[config.mk]
export PLATFORM = sky130hd
export DESIGN_NAME = mavg_ctrl
export DESIGN_NICKNAME = d
export VERILOG_FILES = /design/src/sv/mavg_pkg.sv /design/src/sv/mavg_ctrl.sv
export SDC_FILE = /design/constraint.sdc
export NUM_CORES = 1
export LEC_CHECK = 0
export ABC_AREA = 1
export BUFFER_PORTS_ARGS = -buffer_cell sky130_fd_sc_hd__buf_4
export CORE_AREA = 2 2 39 41
export CTS_CLUSTER_DIAMETER = 50
export CTS_CLUSTER_SIZE = 40
export DETAILED_ROUTE_END_ITERATION = 10
export DIE_AREA = 0 0 41 43
export PLACE_DENSITY = 0.4
export SLEW_MARGIN = 20
export SYNTH_ARGS = -nofsm -noshare
export SYNTH_HDL_FRONTEND = slang
export SYNTH_SLANG_ARGS = --single-unit
[constraint.sdc]
create_clock -name clk -period 0.9 [get_ports clk]
set_input_delay 0.135 -clock clk [delete_from_list [all_inputs] [get_ports clk]]
set_output_delay 0.135 -clock clk [all_outputs]
set_load 0.05 [all_outputs]
[src/sv/mavg_pkg.sv]
`timescale 1ns / 1ps
// Shared constants and controller/datapath handshake types for the moving average block.
package mavg_pkg;

  // Window length register
  localparam int          LEN_BITS  = 11;
  localparam logic [10:0] LEN_RESET = 11'd20;

  // Item op codes
  localparam logic OP_PUSH    = 1'b0;
  localparam logic OP_REPLACE = 1'b1;

  // Controller to datapath commands
  typedef struct packed {
    logic capture;   // latch the input beat and precompute addresses
    logic mem_read;  // read the sample that leaves the sum
    logic update;    // write the new sample, update sum, fill and newest slot
    logic div_load;  // load the divider from the new sum and fill
    logic div_step;  // one restoring division step
    logic out_load;  // move the quotient into the output register
  } mavg_cmd_t;

  // Datapath to controller status
  typedef struct packed {
    logic div_last;  // current division step is the final one
    logic out_free;  // output register can take a new result this cycle
  } mavg_status_t;

endpackage

[src/sv/mavg_ctrl.sv]
`timescale 1ns / 1ps
// Sequencer for the moving average: read, update, divide, deliver.
module mavg_ctrl (
  input  logic                  clk,
  input  logic                  rst,
  input  logic                  in_valid,
  output logic                  in_ready,
  input  mavg_pkg::mavg_status_t status,
  output mavg_pkg::mavg_cmd_t    cmd
);

  localparam logic [2:0] S_IDLE   = 3'd0;
  localparam logic [2:0] S_READ   = 3'd1;
  localparam logic [2:0] S_UPDATE = 3'd2;
  localparam logic [2:0] S_SETUP  = 3'd3;
  localparam logic [2:0] S_DIVIDE = 3'd4;
  localparam logic [2:0] S_DONE   = 3'd5;

  logic [2:0] state;
  logic [2:0] state_next;

  assign in_ready = (state == S_IDLE);

  always_comb begin
    state_next = state;
    cmd        = '0;
    unique case (state)
      S_IDLE: begin
        if (in_valid) begin
          cmd.capture = 1'b1;
          state_next  = S_READ;
        end
      end
      S_READ: begin
        cmd.mem_read = 1'b1;
        state_next   = S_UPDATE;
      end
      S_UPDATE: begin
        cmd.update = 1'b1;
        state_next = S_SETUP;
      end
      S_SETUP: begin
        cmd.div_load = 1'b1;
        state_next   = S_DIVIDE;
      end
      S_DIVIDE: begin
        cmd.div_step = 1'b1;
        if (status.div_last) begin
          state_next = S_DONE;
        end
      end
      S_DONE: begin
        if (status.out_free) begin
          cmd.out_load = 1'b1;
          state_next   = S_IDLE;
        end
      end
      default: begin
        state_next = S_IDLE;
      end
    endcase
  end

  always_ff @(posedge clk) begin
    if (rst) begin
      state <= S_IDLE;
    end else begin
      state <= state_next;
    end
  end

  a_accept_reads: assert property (@(posedge clk) disable iff (rst)
    (in_valid && in_ready) |=> (state == S_READ))
    else $error("accepted beat did not start a memory read");

  a_load_needs_room: assert property (@(posedge clk) disable iff (rst)
    cmd.out_load |-> status.out_free)
    else $error("result loaded over an untaken beat");

  a_single_cmd: assert property (@(posedge clk) disable iff (rst)
    $onehot0(cmd))
    else $error("more than one datapath command at once");

endmodule

==> metrics.yaml, run 1 <==
setup_path:
  slowest_delay_ns: 0.36
  critPathTopFamily: "flip-flops"
  required_ns: 0.76
  slowest_stage: "dfxtp_4"
  critPathCaptureType: "output pin"
  crit_fanout: 3
  path_class: "flip-flop to output pin"
  critPathBufInv: 2
  cpMostUsedCell: "buf_6"
  start_kind: "flip-flop"
  path_cells: "buf_6 > nor3_4 > buf_6"
  crit_arrival_ns: 1.11
job:
  max_cap_violations: 0
route:
  wl_um: 669
  first_iter_violations: 0
  drtPass1Iterations: 1
  vias: 300
  drc: 0
  postRouteAntennaNets: 0
  avgViaCountPerCell: 4.00
  wl_per_cell_um: 8.92
logic_synthesis:
  synthCells: 34
  synth-adder-area-share: 0
  syn_area_um2: 226
  synth_compound_gate_area_share: 0.0552
  synth-seq-cells: 3
  synth_nets: 39
  synth_top_family_by_area: "simple AND/OR/NAND/NOR gates"
  synthSimpleGateAreaFrac: 0.464
  synth.avg_cell_area_um2: 6.66
  synthDistinctLibCells: 13
  synth.area.mux_share: 0
  synth-xor-area-share: 0
  yosysSeqAreaShare: 0.265
  yosys_warnings: 0
placement:
  io_buffers: 11
  gp_congestion: 0.683
  dp_hpwl_um: 457
cts:
  h-tree-depth: 1
  clkSlewWorstSetupHoldPaths_ns: 0.04
  insertion_delay_ns: 0.23
  cts_max_path_buffers: 2
  root_buffer: "clkbuf_4"
  cts_tree: "yes"
  ctsHoldBuffers: 0
  cts_buffers: 3
  cts.sinks: 3
global_route:
  grt_pass1_wl_um: 1020
  grt_pass1_vias: 263
  antenna_found_initial: 0
  grt_max_degree: 6
  grt.total_usage: 0.0903
  overflow: 0
pwr:
  p_clk_frac: 0.258
  p_total_uw: 909
  ir_worst_vdd_v: 0.00130
  powerDensity_nw_per_um2: 1660
  p_int_uw: 540
  seqPwrFrac: 0.202
  netSwitchingFraction: 0.405
  switchingPower_uw: 368
  p_comb_frac: 0.540
  p_leak_uw: 0.000259
floorplanning:
  die_h_um: 43
  start_util: 0.164
  ios: 12
  die_x_um: 41
  fp.dieArea_um2: 1760
  rows: 14
  core_area_um2: 1380
status:
  status: "finished with violations"
  violations: "setup timing"
timing:
  finalSetupTns_ns: -2.68
  slew_headroom: 0.871
  finalCritPeriodShare: 1.39
  drv_slew: 0
  rsz0062_at_grt: "true"
  max_freq_mhz: 801
  setup-violations-final: 10
  fin_crit_ns: 1.25
  hold_violations: 0
  worstMarginPinSlew_ns: 0.193
  fin_ws_ns: -0.349
  skew_ns: 0.00299
cells_and_area:
  n_antenna_cell: 0
  final_nets: 65
  area_growth_syn_to_layout_pct: 141
  drive_gt1_frac: 0.746
  top_regs: "state (3)"
  largest-register: "state"
  largest_register_ff_count: 3
  fillCellCount: 143
hold_path:
  min_path_type: "primary input to flip-flop"
## power groups by stage
stage	Sequential [uW]	Combinational, uW	Clock (uW)
floorplan	178	262	0
global placement	177	385	0
detailed placement	176	382	0
CTS	184	440	241
global route	186	519	252
finish	184	491	234
## routing by layer
layer,GRT usage,wire (um)
met4,0.0400,17
met5,0,0
met1,0.0962,249
met2,0.141,380
met3,0.0471,22
## worst register-to-register path, delay by kind of cell, from the launching register on
family	cells	cell delay, ns
AOI/OAI and AO/OA	1	0.09
buffers and inverters	4	0.32
DFF	1	0.37
and+or+nand+nor	3	0.27
## path summary, 6_finish.rpt
| check | from | endpoint | slack, ns | cells after the start |
|---|---|---|---|---|
| setup / recovery | state[1]$_SDFFE_PP0P_ | cmd[4] | -0.35 | 3 |
| hold / removal | rst | state[2]$_SDFFE_PP0P_ | 0.07 | 2 |
| hold reg to reg | state[1]$_SDFFE_PP0P_ | state[1]$_SDFFE_PP0P_ | 0.64 | 4 |
| setup reg to reg | state[0]$_SDFFE_PP0P_ | state[0]$_SDFFE_PP0P_ | -0.25 | 8 |
## kinds of logic after synthesis
group | Yosys count
flops | 3
buf+inv | 12
simple gates | 17
compound gates | 2
## layout by cell type, fill, tap and decap left out, types with 3 or more instances in the layout
cell type and instances:
nor2_2 3, buf_6 10, inv_1 7, buf_4 11, clkbuf_4 3, dfxtp_4 3
nor3_4 5
## metrics by stage
stage,setup WS (ns),hold WS [ns],util,area (um^2),cells
floorplan,-0.247,0.198,-,274,34
global placement,-0.163,0.318,0.297,410,66
detailed placement,-0.168,0.322,0.297,410,66
CTS,-0.338,0.0694,0.368,509,73
global route,-0.381,0.0719,0.395,547,75
finish,-0.349,0.0680,0.395,547,75
## layout make-up
| type | instances | area, um^2 | share of cell area |
|---|---|---|---|
| timing repair buffer | 22 | 210 | 0.384 |
| inverter | 11 | 46.3 | 0.0847 |
| sequential | 3 | 71.3 | 0.130 |
| multi-input combinational | 19 | 173 | 0.316 |
| clock buffer | 4 | 26.3 | 0.0481 |
| tap | 16 | 20.0 | 0.0366 |
## cells in the mapped netlist, drive strengths merged
cell type  number  area, um^2
inv            11        41.3
nor2            7        31.3
nor3            5        51.3
dfxtp           3        60.1
nand3           3        15.0
nand2           2        7.51
a21oi           1        5.00
buf             1        7.51
o211ai          1        7.51
## repair_timing
action | CTS | global route
buffers inserted | 3 | 4
pin swaps | 1 | 7
resized for setup | 16 | 6
setup endpoints to repair | 10 | 10
No activity file was read; power rests on OpenSTA's default activity.
==> run 2, diff against run 1 <==
- PLACE_DENSITY: 0.4 -> 0.38
- clock period: 0.9 -> 1.5 ns (I/O delays scaled with it)
==> metrics.yaml, run 2 (synthesized netlist as in run 1, its figures left out) <==
status:
  status: "finished, final reports clean"
timing:
  setup-violations-final: 0
  slew_headroom: 0.844
  fin_crit_ns: 1.37
  finalSetupTns_ns: 0
  max_freq_mhz: 730
  finalCritPeriodShare: 0.913
  skew_ns: 0.000498
  drv_slew: 0
  hold_violations: 0
  worstMarginPinSlew_ns: 0.235
  rsz0062_at_grt: "false"
setup_path:
  path_cells: "nor2_2 > inv_1 > nor3_2 > buf_4"
  crit_arrival_ns: 1.14
  start_kind: "flip-flop"
  required_ns: 1.27
  path_class: "flip-flop to output pin"
  critPathCaptureType: "output pin"
  critPathTopFamily: "flip-flops"
  crit_fanout: 4
  slowest_stage: "dfxtp_1"
  slowest_delay_ns: 0.34
  critPathBufInv: 2
placement:
  io_buffers: 11
  dp_hpwl_um: 400
  gp_congestion: 0.605
pwr:
  p_leak_uw: 0.000192
  switchingPower_uw: 177
  p_total_uw: 422
  ir_worst_vdd_v: 0.000385
  seqPwrFrac: 0.251
  powerDensity_nw_per_um2: 1190
  netSwitchingFraction: 0.419
  p_comb_frac: 0.422
  p_clk_frac: 0.327
  p_int_uw: 245
cells_and_area:
  multi_input_area_um2: 123
  largest_register_ff_count: 3
  largest-register: "state"
  fillCellCount: 169
  final_nets: 54
  area_growth_syn_to_layout_pct: 56.4
  top_regs: "state (3)"
  n_antenna_cell: 0
  regArea_um2: 61.3
  final_common_cell: "buf_4"
  final_cell_mix: "buf_4, inv_1, nor2_1"
  drive_gt1_frac: 0.479
hold_path:
  min_path_type: "primary input to flip-flop"
global_route:
  grt_pass1_vias: 195
  grt_pass1_wl_um: 724
  grt.total_usage: 0.0643
  antenna_found_initial: 0
  overflow: 0
  grt_max_degree: 11
cts:
  cts_buffers: 3
  cts_tree: "yes"
  cts.sinks: 3
  insertion_delay_ns: 0.23
  cts_max_path_buffers: 2
  cts_setup_buffers: 0
  root_buffer: "clkbuf_4"
  h-tree-depth: 1
  clkSlewWorstSetupHoldPaths_ns: 0.04
route:
  vias: 227
  wl_per_cell_um: 7.83
  drtPass1Iterations: 2
  wl_um: 501
  postRouteAntennaNets: 0
  drc: 0
  first_iter_violations: 2
  avgViaCountPerCell: 3.55
floorplanning:
  die_h_um: 43
  core_area_um2: 1380
  rows: 14
  start_util: 0.164
  fp.dieArea_um2: 1760
  die_x_um: 41
  ios: 12
job:
  max_cap_violations: 0
run 2: changes by cell type in the layout (fill, tap and decap cells not counted), moves of 3 or more:
cell	change
buf_6	-10
dfxtp_4	-3
inv_1	+3
nor2_1	+3
nor3_2	+4
nor3_4	-4
run 2: power groups by stage:
stage               sequential (uW)  combinational [uW]  clock [uW]
global route                    108                 191         156
floorplan                       100                 138           0
global placement                107                 181           0
CTS                             106                 181         148
finish                          106                 178         138
detailed placement              107                 180           0
run 2: metrics by stage:
step	hold slack, ns	util	instance area (um^2)	std cells	setup WS (ns)
2_1_floorplan	0.297	-	231	34	0.0452
3_3_place_gp	0.414	0.236	327	60	0.232
3_5_place_dp	0.416	0.236	327	60	0.211
4_1_cts	0.163	0.256	354	64	0.0975
5_1_grt	0.160	0.256	354	64	0.0480
6_report	0.170	0.256	354	64	0.130
run 2: metal layers:
metal | up-vias | global-route usage | part of all wire
li1 | 129 | - | -
met3 | 0 | 0.0314 | 0.088
met1 | 91 | 0.0707 | 0.43
met2 | 7 | 0.0844 | 0.48
met5 | - | 0 | 0
met4 | 0 | 0.0600 | 0
run 2: repair_timing:
| item | in CTS | in global routing |
|---|---|---|
| endpoints found under the setup margin | 1 | 0 |
| gates resized for setup | 1 | 0 |
| hold buffers | 0 | 0 |
run 2: final timing paths:
| path | startpoint | to | slack [ns] | depth (start not counted) |
|---|---|---|---|---|
| worst max-delay path | state[1]$_SDFFE_PP0P_ | cmd[5] | 0.13 | 4 |
| worst min-delay path | rst | state[2]$_SDFFE_PP0P_ | 0.17 | 2 |
| worst max register to register | state[1]$_SDFFE_PP0P_ | state[0]$_SDFFE_PP0P_ | 0.52 | 5 |
| worst min register to register | state[0]$_SDFFE_PP0P_ | state[0]$_SDFFE_PP0P_ | 0.66 | 3 |
run 2: area by class of cell:
cell class,count,area share
Multi-Input combinational cell,19,0.346
Tap cell,16,0.0565
Clock buffer,4,0.0742
Inverter,11,0.117
Timing Repair Buffer,11,0.233
Sequential cell,3,0.173
